## src/hdl/lsr_stack.sv

```systemverilog
`timescale 1ns / 1ps
module lsr_stack #(
  parameter int SIW = 6
) (
  input  logic           clk,
  input  logic           we,
  input  logic [SIW-1:0] waddr,
  input  logic [7:0]     wdata,
  input  logic           re,
  input  logic [SIW-1:0] raddr,
  output logic [7:0]     rdata
);

  logic [7:0] mem [2**SIW];

  always_ff @(posedge clk) begin
    if (we) begin
      mem[waddr] <= wdata;
    end
    if (re) begin
      rdata <= mem[raddr];
    end
  end

endmodule
```

## config.mk

```make
export PLATFORM = sky130hd
export DESIGN_NAME = lsr_stack
export DESIGN_NICKNAME = d
export VERILOG_FILES = /design/src/hdl/lsr_stack.sv
export SDC_FILE = /design/constraint.sdc
export NUM_CORES = 1
export LEC_CHECK = 0
export ABC_AREA = 1
export BUFFER_PORTS_ARGS = -buffer_cell sky130_fd_sc_hd__buf_2
export CORE_MARGIN = 8
export CORE_UTILIZATION = 35
export DETAILED_ROUTE_END_ITERATION = 16
export GPL_ROUTABILITY_DRIVEN = 0
export HOLD_SLACK_MARGIN = 0.06
export PLACE_DENSITY_LB_ADDON = 0.25
export SLEW_MARGIN = 20
export SYNTH_ARGS = -nofsm -noshare
export SYNTH_HDL_FRONTEND = slang
export SYNTH_SLANG_ARGS = --single-unit
```

## constraint.sdc

```tcl
create_clock -name clk -period 2.65 [get_ports clk]
set_input_delay 0.3975 -clock clk [delete_from_list [all_inputs] [get_ports clk]]
set_output_delay 0.3975 -clock clk [all_outputs]
set_load 0.01 [all_outputs]
```

==> metrics <==
leak pwr 8.874 nW; Max IR drop VDD 0.5090 mV; largest net degree at the start of global routing 130; register area share after synthesis 72.90%; Most used DFF post-synth edfxtp_1; Non-Filler Instances 2715; Synth cell types 15; Fin Hold WS 0.2522 ns; DR vias 14000; Initial Util between 30 and 40%; Post-Syn Nets 1828; TritonCTS clock tree yes; DIE AREA around 69000 µm²; Final Setup Violations 0; layout cells sized above 1 11.50%; met1 wire length 25980 µm; port buffer count 30; wire length on met2 between 20000 and 30000 µm; Syn. warnings 0; Slowest-stage cell, CP buf_4; top-count cell post-synth nand2_1; clock-pin slew on the worst setup and hold paths 0.06 ns; Layout area overhead 14.39%; async set-or-reset flop fraction in the synthesized netlist 0%; vias in the first global route 13430; Slew Limit Headroom between 40 and 50%; crit path capture type register; delay-heaviest family, CP simple AND/OR/NAND/NOR gates; worst-margin pin slew slightly above 0.8 ns; CP Max Fanout 22; PwrDens 720.1 nW/µm²; total CTS buffers 55; vias per inst 5.158; period utilization ~68%; clock latency on the worst-skew pair 0.62 ns; min cycle time layout 1.807 ns; chip height 263.4 µm; Synth Cell Area 21420 µm²; post_cts resized 0; clock sink count 520; Die Wd 263.4 µm; Post-CTS Hold Fix Bufs 0; post-synth top area cell edfxtp_1; Filler Cells Inserted 5675; dpl cells 2616; ANT nets after route 0; GRT overflow 0; Final #Nets between 1500 and 2000; WL/cell roughly 21 µm; number of synthesized flops with an enable pin 520; final hold vios 0; met3 WL 4305 µm; CP Cell Sequence buf_4, inv_4, buf_4, nand3_1, nand3_1, nand2_1, nand2_1, nand3_1, nand3_1, nand2_1; max-slew violations 0; Worst Path Buf+Inv 3; top cells by count, synth nand2_1 (648), edfxtp_1 (520), nand3_1 (439); IO Count 31; Placeable Area 60470 µm²; DRT iter0 DRCs 1413; synthesized flop and latch total 520; Sum Neg Setup Slack 0 ns; Req. time, crit path 3.00 ns; worst endpoint data arrival time 2.16 ns; CP Launch Type primary input; clock root cell clkbuf_16; global-route wire length before repair 85900 µm; H-tree depth 2; Max Clock Skew approximately 0.024 ns; critical path's largest stage delay 0.28 ns; type of the worst setup path in -> reg; drc violations 0; max frequency 553.6 MHz; CP most frequent cell nand3_1; Post-Syn Instances about 1800; WL final 57230 µm; Post-DP HPWL around 34000 µm; top layer used by detailed routing met5; top post-synthesis cells by area edfxtp_1 (73%), nand2_1 (11%), nand3_1 (10%); top-area cell type share of the netlist area 72.90%; Avg Cell Area, Syn 11.87 µm²; RSZ-0062 raised after global routing false; All-Layer GR Usage 16.13%; Clock Path Buffers 3; row count 90; max-cap viol count 0; TritonRoute pass-1 iters 5; initial antenna violation count 2; Post-CTS Repair Setup Buffers 0; status completed; Min-Delay Path Class in -> reg
==> cell type report <==
cell class                 instances  area (µm²)  share of cell area, %
tap                              782       978.4                  3.993
clock inverter                    28       251.5                  1.026
inverter                          12       52.55                 0.2145
clock buffer                      69        1450                  5.919
antenna                            2       5.005                0.02043
timing repair buffer             142        1202                  4.908
sequential                       520       15620                  63.73
multi-input combinational       1160        4946                  20.19
==> path summary, 6_finish.rpt <==
kind / from / end / slack [ns] / cells after the start
worst min register to register: mem[62][6]$_DFFE_PP_ / rdata[6]$_DFFE_PP_ / 0.90 / 8
worst max-delay path: raddr[1] / rdata[7]$_DFFE_PP_ / 0.84 / 10
worst min-delay path: re / rdata[2]$_DFFE_PP_ / 0.25 / 1
worst max register to register: mem[9][7]$_DFFE_PP_ / rdata[7]$_DFFE_PP_ / 1.00 / 8
==> registers in the layout, indices dropped and copies added (netlist names) <==
register	flops
rdata	8
mem	512
==> layout by cell type (no fill, tap or decap) <==
master / n
clkinvlp_4: 1
bufinv_16: 4
nor2_1: 56
diode_2: 2
buf_4: 97
buf_12: 16
inv_4: 1
clkinv_8: 1
nor4_1: 8
edfxtp_1: 520
clkbuf_16: 56
clkbuf_1: 13
clkinv_1: 8
clkinv_2: 12
nand3_1: 439
inv_1: 8
nand2_1: 648
nand4_1: 9
inv_6: 2
clkbuf_8: 1
inv_2: 2
clkinv_4: 1
buf_2: 28
==> kinds of logic after synthesis <==
kind of cell / count (synthesis) / share of synthesized area (%)
buf+inv: 125 / 4.007
flops: 520 / 72.90
simple gates: 1160 / 23.09
==> power breakdown <==
group	switching (mW)	internal, mW	leakage (nW)
Combinational	0.835	0.291	3.35
Sequential	0.0222	9.12	4.69
Clock	3.13	4.24	0.837
Total	3.99	13.7	8.87
==> metrics by stage <==
stage | total power, mW | setup WS, ns | cell area [µm²] | utilization, %
2_1_floorplan | 9.956 | 0.4864 | 21420 | -
3_3_place_gp | 10.44 | 0.2820 | 22790 | 37.70
3_5_place_dp | 10.45 | 0.3017 | 22790 | 37.70
4_1_cts | 17.82 | 0.9367 | 24500 | 40.51
5_1_grt | 18.21 | 0.8523 | 24500 | 40.51
6_report | 17.64 | 0.8435 | 24500 | 40.52
==> per-layer routing <==
metal	up-vias	GRT usage (%)
met2	505	24.64
met5	-	0.7107
met4	6	4.335
met1	6876	22.97
li1	6533	-
met3	84	3.617
No activity file was read; power rests on OpenSTA's default activity.
